[config.mk]
export PLATFORM = sky130hd
export DESIGN_NAME = timing_port_lock_calibration_fsm
export DESIGN_NICKNAME = d
export VERILOG_FILES = /design/src/tplc_pkg.sv /design/src/tplc_corr.sv /design/src/tplc_ctrl.sv /design/src/timing_port_lock_calibration_fsm.sv
export SDC_FILE = /design/constraint.sdc
export NUM_CORES = 1
export LEC_CHECK = 0
export BUFFER_PORTS_ARGS = -buffer_cell sky130_fd_sc_hd__buf_4
export CAP_MARGIN = 40
export CORE_ASPECT_RATIO = 1.75
export CORE_MARGIN = 5
export CORE_UTILIZATION = 60
export CTS_BUF_LIST = sky130_fd_sc_hd__clkbuf_8
export DETAILED_ROUTE_END_ITERATION = 16
export PLACE_DENSITY = 0.89
export SLEW_MARGIN = 20
export SYNTH_ARGS = -nofsm -noshare
export SYNTH_HDL_FRONTEND = slang
export SYNTH_SLANG_ARGS = --single-unit
[constraint.sdc]
create_clock -name clk -period 15.1 [get_ports clk]
set_input_delay 1.51 -clock clk [delete_from_list [all_inputs] [get_ports clk]]
set_output_delay 1.51 -clock clk [all_outputs]
set_load 0.05 [all_outputs]
[src/tplc_pkg.sv]
`timescale 1ns / 1ps

package tplc_pkg;

	// Clock period used for the PHY delay wrap correction, in picoseconds.
	localparam logic [13:0] PERIOD_PS = 14'd8000;

	// Item kinds.
	localparam logic [2:0] KIND_TICK       = 3'd0;
	localparam logic [2:0] KIND_START_LOCK = 3'd1;
	localparam logic [2:0] KIND_IDLE_CHECK = 3'd2;
	localparam logic [2:0] KIND_TX_PATTERN = 3'd3;
	localparam logic [2:0] KIND_TX_MEASURE = 3'd4;
	localparam logic [2:0] KIND_RX_MEASURE = 3'd5;

	// Response codes.
	localparam logic [1:0] RESP_OK   = 2'd0;
	localparam logic [1:0] RESP_BUSY = 2'd1;
	localparam logic [1:0] RESP_ERR  = 2'd2;

	// Calibration actions.
	localparam logic [2:0] ACT_NONE        = 3'd0;
	localparam logic [2:0] ACT_PATTERN_ON  = 3'd1;
	localparam logic [2:0] ACT_PATTERN_OFF = 3'd2;
	localparam logic [2:0] ACT_TX_FB_ON    = 3'd3;
	localparam logic [2:0] ACT_TX_FB_OFF   = 3'd4;
	localparam logic [2:0] ACT_RX_FB_ON    = 3'd5;
	localparam logic [2:0] ACT_RX_FB_OFF   = 3'd6;

	// Configuration register indexes.
	localparam logic [2:0] REG_TX_BIAS     = 3'd0;
	localparam logic [2:0] REG_TX_RANGE    = 3'd1;
	localparam logic [2:0] REG_RX_BIAS     = 3'd2;
	localparam logic [2:0] REG_RX_RANGE    = 3'd3;
	localparam logic [2:0] REG_TX_FIXED    = 3'd4;
	localparam logic [2:0] REG_RX_FIXED    = 3'd5;
	localparam logic [2:0] REG_IS_DOWNLINK = 3'd6;

	typedef enum logic [1:0] {
		ST_DOWN    = 2'd0,
		ST_UP      = 2'd1,
		ST_CAL     = 2'd2,
		ST_LOCKING = 2'd3
	} port_state_t;

	typedef enum logic [2:0] {
		LK_NONE   = 3'd0,
		LK_WAIT_H = 3'd1,
		LK_WAIT_D = 3'd2,
		LK_LOCKED = 3'd3,
		LK_START  = 3'd4
	} lock_state_t;

	typedef struct packed {
		logic [12:0] tx_bias;
		logic [12:0] tx_span;
		logic [12:0] rx_bias;
		logic [12:0] rx_span;
		logic [31:0] tx_fixed;
		logic [31:0] rx_fixed;
		logic        is_downlink;
	} cfg_t;

	localparam cfg_t CFG_RST = '{
		tx_bias:     13'd7800,
		tx_span:     13'd5600,
		rx_bias:     13'd7800,
		rx_span:     13'd5600,
		tx_fixed:    32'd0,
		rx_fixed:    32'd0,
		is_downlink: 1'b0
	};

	// Flag part of one input beat; the phase readings travel separately.
	typedef struct packed {
		logic [2:0] kind;
		logic       on_off;
		logic       link_up;
		logic       hpll_locked;
		logic       dmpll_locked;
		logic       dmtd_valid;
		logic       meas_valid;
		logic       others_calibrating;
	} item_t;

	// One result beat, less the phase value and the fixed delays.
	typedef struct packed {
		logic [1:0]  response;
		port_state_t port_state;
		logic        seq_locked;
		logic        phase_valid;
		logic        tx_cal_ok;
		logic        rx_cal_ok;
		logic [31:0] tx_phy_delay;
		logic [31:0] rx_phy_delay;
		logic        hpll_switch;
		logic        dmpll_switch;
		logic [2:0]  cal_action;
	} result_t;

endpackage

[src/tplc_corr.sv]
`timescale 1ns / 1ps

module tplc_corr (
	input  logic [31:0] raw,
	input  logic [12:0] bias,
	input  logic [12:0] span,
	output logic [31:0] delay
);
	import tplc_pkg::*;

	logic [13:0]        sum;
	logic               wrap_en;
	logic signed [14:0] low_raw;
	logic signed [14:0] low;
	logic signed [31:0] d;
	logic signed [31:0] b;
	logic signed [31:0] low_ext;
	logic               keep;
	logic [31:0]        sub;
	logic [31:0]        alt;

	always_comb begin
		sum     = {1'b0, bias} + {1'b0, span};
		wrap_en = sum > PERIOD_PS;
		low_raw = $signed({2'b00, bias}) - $signed({2'b00, span});
		low     = (low_raw < 0) ? low_raw + $signed({1'b0, PERIOD_PS}) : low_raw;
		d       = $signed(raw);
		b       = $signed({19'd0, bias});
		low_ext = {{17{low[14]}}, low};
		// The measurement counts as already past the bias when it lies above
		// it, or inside the window between the wrapped low edge and the bias.
		keep    = (d > b) || ((d < b) && (d > low_ext));
		sub     = raw - {19'd0, bias};
		alt     = sub + {18'd0, PERIOD_PS};
		delay   = (wrap_en && !keep) ? alt : sub;
	end

endmodule

[src/tplc_ctrl.sv]
`timescale 1ns / 1ps

module tplc_ctrl #(
	parameter int PHASE_BITS = 16
) (
	input  logic                    clk,
	input  logic                    arst_n,
	input  logic                    step,
	input  tplc_pkg::item_t         item,
	input  logic [PHASE_BITS-1:0]   dmtd_phase,
	input  logic [PHASE_BITS-1:0]   meas_phase,
	input  tplc_pkg::cfg_t          cfg,
	output tplc_pkg::result_t       res,
	output logic [PHASE_BITS-1:0]   res_phase
);
	import tplc_pkg::*;

	port_state_t           port_q, port_d;
	lock_state_t           lock_q, lock_d;
	logic                  locked_q, locked_d;
	logic                  tx_done_q, tx_done_d;
	logic                  rx_done_q, rx_done_d;
	logic                  tx_wait_q, tx_wait_d;
	logic                  rx_wait_q, rx_wait_d;
	logic [PHASE_BITS-1:0] phase_q, phase_d;
	logic                  pval_q, pval_d;
	logic [31:0]           tx_phy_q, tx_phy_d;
	logic [31:0]           rx_phy_q, rx_phy_d;

	logic [31:0] tx_raw, rx_raw, tx_corr, rx_corr;
	logic [1:0]  resp;
	logic        hsw, dsw;
	logic [2:0]  act;

	assign tx_raw = 32'(meas_phase);
	assign rx_raw = {18'd0, PERIOD_PS} - 32'(meas_phase);

	tplc_corr u_tx_corr (
		.raw   (tx_raw),
		.bias  (cfg.tx_bias),
		.span  (cfg.tx_span),
		.delay (tx_corr)
	);

	tplc_corr u_rx_corr (
		.raw   (rx_raw),
		.bias  (cfg.rx_bias),
		.span  (cfg.rx_span),
		.delay (rx_corr)
	);

	always_ff @(posedge clk or negedge arst_n) begin
		if (!arst_n) begin
			port_q    <= ST_DOWN;
			lock_q    <= LK_NONE;
			locked_q  <= 1'b0;
			tx_done_q <= 1'b0;
			rx_done_q <= 1'b0;
			tx_wait_q <= 1'b0;
			rx_wait_q <= 1'b0;
			phase_q   <= '0;
			pval_q    <= 1'b0;
			tx_phy_q  <= '0;
			rx_phy_q  <= '0;
		end else if (step) begin
			port_q    <= port_d;
			lock_q    <= lock_d;
			locked_q  <= locked_d;
			tx_done_q <= tx_done_d;
			rx_done_q <= rx_done_d;
			tx_wait_q <= tx_wait_d;
			rx_wait_q <= rx_wait_d;
			phase_q   <= phase_d;
			pval_q    <= pval_d;
			tx_phy_q  <= tx_phy_d;
			rx_phy_q  <= rx_phy_d;
		end
	end

	always_comb begin
		port_d    = port_q;
		lock_d    = lock_q;
		locked_d  = locked_q;
		tx_done_d = tx_done_q;
		rx_done_d = rx_done_q;
		tx_wait_d = tx_wait_q;
		rx_wait_d = rx_wait_q;
		phase_d   = phase_q;
		pval_d    = pval_q;
		tx_phy_d  = tx_phy_q;
		rx_phy_d  = rx_phy_q;
		resp      = RESP_OK;
		hsw       = 1'b0;
		dsw       = 1'b0;
		act       = ACT_NONE;

		unique case (item.kind)
			KIND_TICK: begin
				if (!item.link_up && port_q != ST_DOWN) begin
					// Link loss clears the port, yet sets the TX done flag.
					port_d    = ST_DOWN;
					lock_d    = LK_NONE;
					locked_d  = 1'b0;
					rx_done_d = 1'b0;
					tx_done_d = 1'b1;
					tx_wait_d = 1'b0;
					rx_wait_d = 1'b0;
				end else begin
					unique case (lock_q)
						LK_START: begin
							hsw    = 1'b1;
							lock_d = LK_WAIT_H;
						end
						LK_WAIT_H: begin
							if (item.hpll_locked) begin
								dsw    = 1'b1;
								lock_d = LK_WAIT_D;
							end
						end
						LK_WAIT_D: begin
							if (!item.hpll_locked) begin
								lock_d = LK_NONE;
							end else if (item.dmpll_locked) begin
								lock_d = LK_LOCKED;
							end
						end
						LK_LOCKED: begin
							if (!item.hpll_locked || !item.dmpll_locked) begin
								lock_d = LK_NONE;
							end
							locked_d = 1'b1;
						end
						default: begin
						end
					endcase

					unique case (port_q)
						ST_DOWN: begin
							if (item.link_up) begin
								port_d = ST_UP;
							end
						end
						ST_UP: begin
							if (item.dmtd_valid) begin
								phase_d = dmtd_phase;
								pval_d  = 1'b1;
							end else begin
								pval_d  = 1'b0;
							end
						end
						ST_LOCKING: begin
							if (locked_d) begin
								port_d = ST_UP;
							end
						end
						default: begin
							if (cfg.is_downlink) begin
								tx_done_d = 1'b1;
								rx_done_d = 1'b1;
								tx_phy_d  = '0;
								rx_phy_d  = '0;
								tx_wait_d = 1'b0;
								rx_wait_d = 1'b0;
							end else if ((tx_wait_q || rx_wait_q) && item.meas_valid) begin
								// TX is served first when both paths wait.
								if (tx_wait_q) begin
									tx_done_d = 1'b1;
									tx_phy_d  = tx_corr;
									tx_wait_d = 1'b0;
								end else begin
									rx_done_d = 1'b1;
									rx_phy_d  = rx_corr;
									rx_wait_d = 1'b0;
								end
							end
						end
					endcase
				end
			end
			KIND_START_LOCK: begin
				if (port_q != ST_UP) begin
					resp = RESP_BUSY;
				end else begin
					port_d = ST_LOCKING;
					lock_d = LK_START;
				end
			end
			KIND_IDLE_CHECK: begin
				resp = (!item.others_calibrating && port_q == ST_UP) ? RESP_OK : RESP_BUSY;
			end
			KIND_TX_PATTERN: begin
				port_d = item.on_off ? ST_CAL : ST_UP;
				act    = item.on_off ? ACT_PATTERN_ON : ACT_PATTERN_OFF;
			end
			KIND_TX_MEASURE: begin
				if (item.on_off) begin
					if (port_q == ST_CAL) begin
						tx_wait_d = 1'b1;
						act       = ACT_TX_FB_ON;
					end else begin
						resp      = RESP_ERR;
					end
				end else begin
					act = ACT_TX_FB_OFF;
				end
			end
			KIND_RX_MEASURE: begin
				if (item.on_off) begin
					rx_wait_d = 1'b1;
					act       = ACT_RX_FB_ON;
					port_d    = ST_CAL;
				end else begin
					act       = ACT_RX_FB_OFF;
					port_d    = ST_UP;
				end
			end
			default: begin
				resp = RESP_ERR;
			end
		endcase

		res.response     = resp;
		res.port_state   = port_d;
		res.seq_locked   = (lock_d == LK_LOCKED);
		res.phase_valid  = pval_d;
		res.tx_cal_ok    = tx_done_d;
		res.rx_cal_ok    = rx_done_d;
		res.tx_phy_delay = tx_phy_d;
		res.rx_phy_delay = rx_phy_d;
		res.hpll_switch  = hsw;
		res.dmpll_switch = dsw;
		res.cal_action   = act;
		res_phase        = phase_d;
	end

endmodule

[src/timing_port_lock_calibration_fsm.sv]
`timescale 1ns / 1ps

// Port controller for one timing-switch port. Every input beat is either a
// status tick (link, PLL lock, DMTD phase and calibration measurement) or a
// command (start lock, calibration idle check, TX pattern, TX measure, RX
// measure), and each beat produces exactly one result beat carrying the
// response code, the port state, the lock and calibration flags, the stored
// DMTD phase, the TX and RX delays (PHY delay plus fixed delay, modulo 2^32),
// the PLL switch pulses and the calibration action. A beat is registered on
// entry in the input stage, goes through the state update and lands in the
// output register, and one beat can be taken in every cycle while the output
// side keeps up. The output register decouples the two sides: a new input
// beat is taken while a finished result still waits, and input stall rises
// only when both the input stage and the output register are full and the
// output is stalled. Measured PHY delays are corrected around the 8000 ps
// period with the bias and range registers; downlink ports skip calibration
// and report zero PHY delay. The configuration port is always ready;
// registers are to be written only while no beat is in flight.

module timing_port_lock_calibration_fsm #(
	parameter int PHASE_BITS = 16
) (
	input  logic                  clk,
	input  logic                  arst_n,

	input  logic                  cfg_valid,
	output logic                  cfg_ready,
	input  logic [2:0]            cfg_index,
	input  logic [31:0]           cfg_data,

	input  logic                  in_valid,
	output logic                  in_stall,
	input  logic [2:0]            kind,
	input  logic                  on_off,
	input  logic                  link_up,
	input  logic                  hpll_locked,
	input  logic                  dmpll_locked,
	input  logic                  dmtd_valid,
	input  logic [PHASE_BITS-1:0] dmtd_phase,
	input  logic                  meas_valid,
	input  logic [PHASE_BITS-1:0] meas_phase,
	input  logic                  others_calibrating,

	output logic                  out_valid,
	input  logic                  out_stall,
	output logic [1:0]            response,
	output logic [1:0]            port_state,
	output logic                  seq_locked,
	output logic [PHASE_BITS-1:0] phase_value,
	output logic                  phase_valid,
	output logic                  tx_cal_ok,
	output logic                  rx_cal_ok,
	output logic [31:0]           tx_delay,
	output logic [31:0]           rx_delay,
	output logic                  hpll_switch,
	output logic                  dmpll_switch,
	output logic [2:0]            cal_action
);
	import tplc_pkg::*;

	cfg_t                  cfg_q;

	logic                  valid_s1;
	item_t                 item_s1;
	logic [PHASE_BITS-1:0] dmtd_s1;
	logic [PHASE_BITS-1:0] meas_s1;

	logic                  valid_s2;
	result_t               res_s2;
	logic [PHASE_BITS-1:0] phase_s2;

	logic                  accept;
	logic                  advance;
	item_t                 item_in;
	result_t               res;
	logic [PHASE_BITS-1:0] res_phase;

	// Configuration registers.
	assign cfg_ready = 1'b1;

	always_ff @(posedge clk or negedge arst_n) begin
		if (!arst_n) begin
			cfg_q <= CFG_RST;
		end else if (cfg_valid && cfg_ready) begin
			unique case (cfg_index)
				REG_TX_BIAS:     cfg_q.tx_bias     <= cfg_data[12:0];
				REG_TX_RANGE:    cfg_q.tx_span     <= cfg_data[12:0];
				REG_RX_BIAS:     cfg_q.rx_bias     <= cfg_data[12:0];
				REG_RX_RANGE:    cfg_q.rx_span     <= cfg_data[12:0];
				REG_TX_FIXED:    cfg_q.tx_fixed    <= cfg_data;
				REG_RX_FIXED:    cfg_q.rx_fixed    <= cfg_data;
				REG_IS_DOWNLINK: cfg_q.is_downlink <= cfg_data[0];
				default: begin
				end
			endcase
		end
	end

	// The input stage moves on when the output register is empty or is being
	// emptied in this cycle.
	assign advance  = valid_s1 && (!valid_s2 || !out_stall);
	assign in_stall = valid_s1 && !advance;
	assign accept   = in_valid && !in_stall;

	assign item_in = '{
		kind:               kind,
		on_off:             on_off,
		link_up:            link_up,
		hpll_locked:        hpll_locked,
		dmpll_locked:       dmpll_locked,
		dmtd_valid:         dmtd_valid,
		meas_valid:         meas_valid,
		others_calibrating: others_calibrating
	};

	always_ff @(posedge clk or negedge arst_n) begin
		if (!arst_n) begin
			valid_s1 <= 1'b0;
		end else if (accept) begin
			valid_s1 <= 1'b1;
		end else if (advance) begin
			valid_s1 <= 1'b0;
		end
	end

	always_ff @(posedge clk) begin
		if (accept) begin
			item_s1 <= item_in;
			dmtd_s1 <= dmtd_phase;
			meas_s1 <= meas_phase;
		end
	end

	// Port state, lock sequencer and calibration update.
	tplc_ctrl #(
		.PHASE_BITS (PHASE_BITS)
	) u_ctrl (
		.clk        (clk),
		.arst_n     (arst_n),
		.step       (advance),
		.item       (item_s1),
		.dmtd_phase (dmtd_s1),
		.meas_phase (meas_s1),
		.cfg        (cfg_q),
		.res        (res),
		.res_phase  (res_phase)
	);

	// Output register.
	always_ff @(posedge clk or negedge arst_n) begin
		if (!arst_n) begin
			valid_s2 <= 1'b0;
		end else begin
			valid_s2 <= advance || (valid_s2 && out_stall);
		end
	end

	always_ff @(posedge clk) begin
		if (advance) begin
			res_s2   <= res;
			phase_s2 <= res_phase;
		end
	end

	assign out_valid    = valid_s2;
	assign response     = res_s2.response;
	assign port_state   = res_s2.port_state;
	assign seq_locked   = res_s2.seq_locked;
	assign phase_value  = phase_s2;
	assign phase_valid  = res_s2.phase_valid;
	assign tx_cal_ok    = res_s2.tx_cal_ok;
	assign rx_cal_ok    = res_s2.rx_cal_ok;
	// The user must keep the fixed delays still while beats are in flight; the block
	// does not enforce it. The sum is therefore formed after the output register.
	assign tx_delay     = res_s2.tx_phy_delay + cfg_q.tx_fixed;
	assign rx_delay     = res_s2.rx_phy_delay + cfg_q.rx_fixed;
	assign hpll_switch  = res_s2.hpll_switch;
	assign dmpll_switch = res_s2.dmpll_switch;
	assign cal_action   = res_s2.cal_action;

endmodule
==> impl_metrics.ini <==
[outcome]
run_status = finished clean

[clock_network]
clock_sinks = 345
insertion_delay_ps = 610
cts_buffers = 50
cts_resized = 0
path_clk_slew_ps = 70
cts_max_level = 2
clk_path_buf_depth = 3
cts_tree = yes
root_buffer = clkbuf_8
hold_buffers = 0
cts_setup_buffers = 0

[logic_synthesis]
syn_area_per_cell_um2 = 9.85
synth_top_area_share_pct = 20.2
synth.cell_area_um2 = 22500
synth.area.top_cells = dfrtp_1 (20%), edfxtp_1 (18%), ha_1 (10%), nand2_1 (4.8%), mux2_2 (4.8%)
synth_ff_type = dfrtp_1
syn_nets = 2563
synth_seq_cells = 345
synth-edff-count = 135
synth_cells = 2290
yosysUniqueCellTypes = 104
yosys.area.top_type = dfrtp_1
yosys_warnings = 0
seq_area_frac_synth_pct = 41.4
synth-async-reset-ratio_pct = 60.9

[timing]
finalSetupViolCount = 0
tightest_slew_ps = 873
clock.fmax_mhz = 154
skew_ps = 19.8
slew_viol_final = 0
rsz0062_at_grt = no
maxSlewHeadroom_pct = 41.4
fin_crit_ps = 6480
fin_crit_sh_pct = 42.9
tns_ps = 0
holdWs_ps = 471
hold_viol = 0

[finish]
drive_gt1_share_pct = 18.4
final_cell_mix = nand2_1 (290), buf_4 (191), ha_1 (183)
num-nets-final = 2732
nFillCells = 2746
layout_commonest_cell = nand2_1
syn2layout_area_growth_pct = 12.6
multiInputGateArea_um2 = 12400
regArea_um2 = 9340
final_util_pct = 67.9

[critical_path]
cp_slowest_stage_delay_ps = 580
r2r_start = cfg_q[66]$_DFFE_PN0P_
r2r_setup_slack_ps = 8620
cp.arrival_ps = 6830
cp-start-kind = flop
crit_end = res_s2[20]$_DFFE_PP_
r2r.worst_path.cells = 25
crit_start = cfg_q[66]$_DFFE_PN0P_
required_ps = 15450
crit_fanout = 6
endpoint_kind = flop
cp_slowest_cell = nor4b_1
crit_buf_inv = 1
crit_family = simple AND/OR/NAND/NOR gates
path_depth = 25
r2r_end = res_s2[20]$_DFFE_PP_
crit_type = reg2reg

[grt]
track_usage_pct = 28.8
antenna_found_initial = 1
grt_use_met1_pct = 32.0
use_met3_pct = 3.31
grt_pass1_wl_um = 96600
grt_max_degree = 77
grt_pass1_vias = 18900
grt_overflow = 0
use_met2_pct = 51.6
top_usage_layer = met2

[floorplan]
core-area_um2 = 37400
row_count = 94
dieArea_um2 = 41700
initial_utilization_pct = 60.3
die_x_um = 157
ios = 178
die_h_um = 266

[drt]
via_per_inst = 6.22
wl_per_cell_um = 20.5
num_vias = 18500
drt-initial-drc-count = 1181
drc = 0
postRouteAntennaNets = 0
drtPass1Iterations = 5
totalWireLength_um = 61200

[placement]
io_buffers = 176
dp_hpwl_um = 45900
gp_congestion = 0.962

[power_and_ir_drop]
p_comb_share_pct = 53.6
powerDensity_nw_per_um2 = 171
switching_power_mw = 1.96
clkPwrFrac_pct = 17.3
vdd_drop_max_mv = 0.107
p_total_mw = 4.35
p_int_mw = 2.39
power_frac_seq_pct = 29.1
leakage_nw = 11.5
swShare_pct = 45.1

[min_path]
hold_class = reg2reg

[job]
drv_cap = 0
-- metrics by stage --
step                area (um2)  std cells  worst slack [ps]
global route             25400       2981              8120
floorplan                22500       2290              9220
detailed placement       24300       2882              8730
CTS                      25300       2975              8700
finish                   25400       2981              8620
global placement         24200       2877              9040
-- area by class of cell --
| cell class | count | share of cell area [%] |
|---|---|---|
| antenna | 1 | 0.00986 |
| clock buffer | 55 | 2.98 |
| clock inverter | 38 | 0.941 |
| inverter | 125 | 1.86 |
| multi-input combinational | 1735 | 48.7 |
| sequential | 345 | 36.8 |
| tap | 480 | 2.37 |
| timing repair buffer | 202 | 6.31 |
-- worst min-delay path: stages (launching register included) --
cell	delay, ps
dfrtp_1	330
inv_1	40
o31ai_1	60
-- sequential cells by signal (all words and copies together) (netlist names), 10 cells and up --
| name | cells |
|---|---|
| res_s2 | 64 |
| u_ctrl.rx_phy_q | 32 |
| u_ctrl.tx_phy_q | 32 |
| cfg_q | 117 |
| phase_value | 16 |
| meas_s1 | 16 |
| item_s1 | 10 |
| dmtd_s1 | 16 |
| u_ctrl.phase_q | 16 |
-- cell usage after synthesis, types with 19 or more instances --
| cell type | number |
|---|---|
| a21o_1 | 76 |
| a21oi_1 | 113 |
| a31oi_1 | 28 |
| clkbuf_1 | 63 |
| dfrtp_1 | 182 |
| dfstp_2 | 28 |
| edfxtp_1 | 135 |
| ha_1 | 183 |
| inv_1 | 124 |
| mux2_2 | 96 |
| nand2_1 | 290 |
| nand2b_1 | 40 |
| nand3_1 | 36 |
| nor2_1 | 125 |
| nor2b_1 | 28 |
| nor3_1 | 52 |
| o21a_1 | 22 |
| o21ai_0 | 141 |
| or3_1 | 19 |
| xnor2_1 | 90 |
| xor2_1 | 44 |
-- how the worst min path moves through the flow --
stage / from / endpoint / slack, ps / depth (start not counted)
2_1_floorplan: u_ctrl.tx_done_q$_DFFE_PN0P_ / u_ctrl.tx_done_q$_DFFE_PN0P_ / 420 / 2
3_3_place_gp: u_ctrl.tx_done_q$_DFFE_PN0P_ / u_ctrl.tx_done_q$_DFFE_PN0P_ / 430 / 2
6_report: u_ctrl.tx_done_q$_DFFE_PN0P_ / u_ctrl.tx_done_q$_DFFE_PN0P_ / 470 / 2
4_1_cts: u_ctrl.tx_done_q$_DFFE_PN0P_ / u_ctrl.tx_done_q$_DFFE_PN0P_ / 460 / 2
5_1_grt: u_ctrl.tx_phy_q[30]$_DFFE_PN0P_ / u_ctrl.tx_phy_q[30]$_DFFE_PN0P_ / 480 / 1
3_5_place_dp: u_ctrl.tx_done_q$_DFFE_PN0P_ / u_ctrl.tx_done_q$_DFFE_PN0P_ / 440 / 2
-- per-layer routing --
layer	share of wire (%)	vias up
met5	0	-
li1	-	8622
met4	7.3	0
met1	36	9009
met3	5.4	222
met2	52	676
-- cell families (layout without fill, tap and decap cells) --
logic type,Yosys count,count (layout),synth area share [%]
multiplexers,106,106,5.31
flip-flops,345,345,41.4
AND/OR/NAND/NOR,714,714,15.5
other,1,2,0.0166
XOR/XNOR,134,134,5.21
adder cells (fa/ha/maj),191,191,10.9
AO/OA/AOI/OAI,589,589,17.9
buffers and inverters,210,420,3.81
-- power by group through the flow --
stage	combinational, mW	sequential (mW)	clock [mW]
floorplan	1.70	1.28	0
global placement	2.22	1.27	0
detailed placement	2.30	1.28	0
CTS	2.31	1.26	0.762
global route	2.53	1.28	0.801
finish	2.33	1.26	0.753
Note: power is estimated with default switching activity, not from simulation.
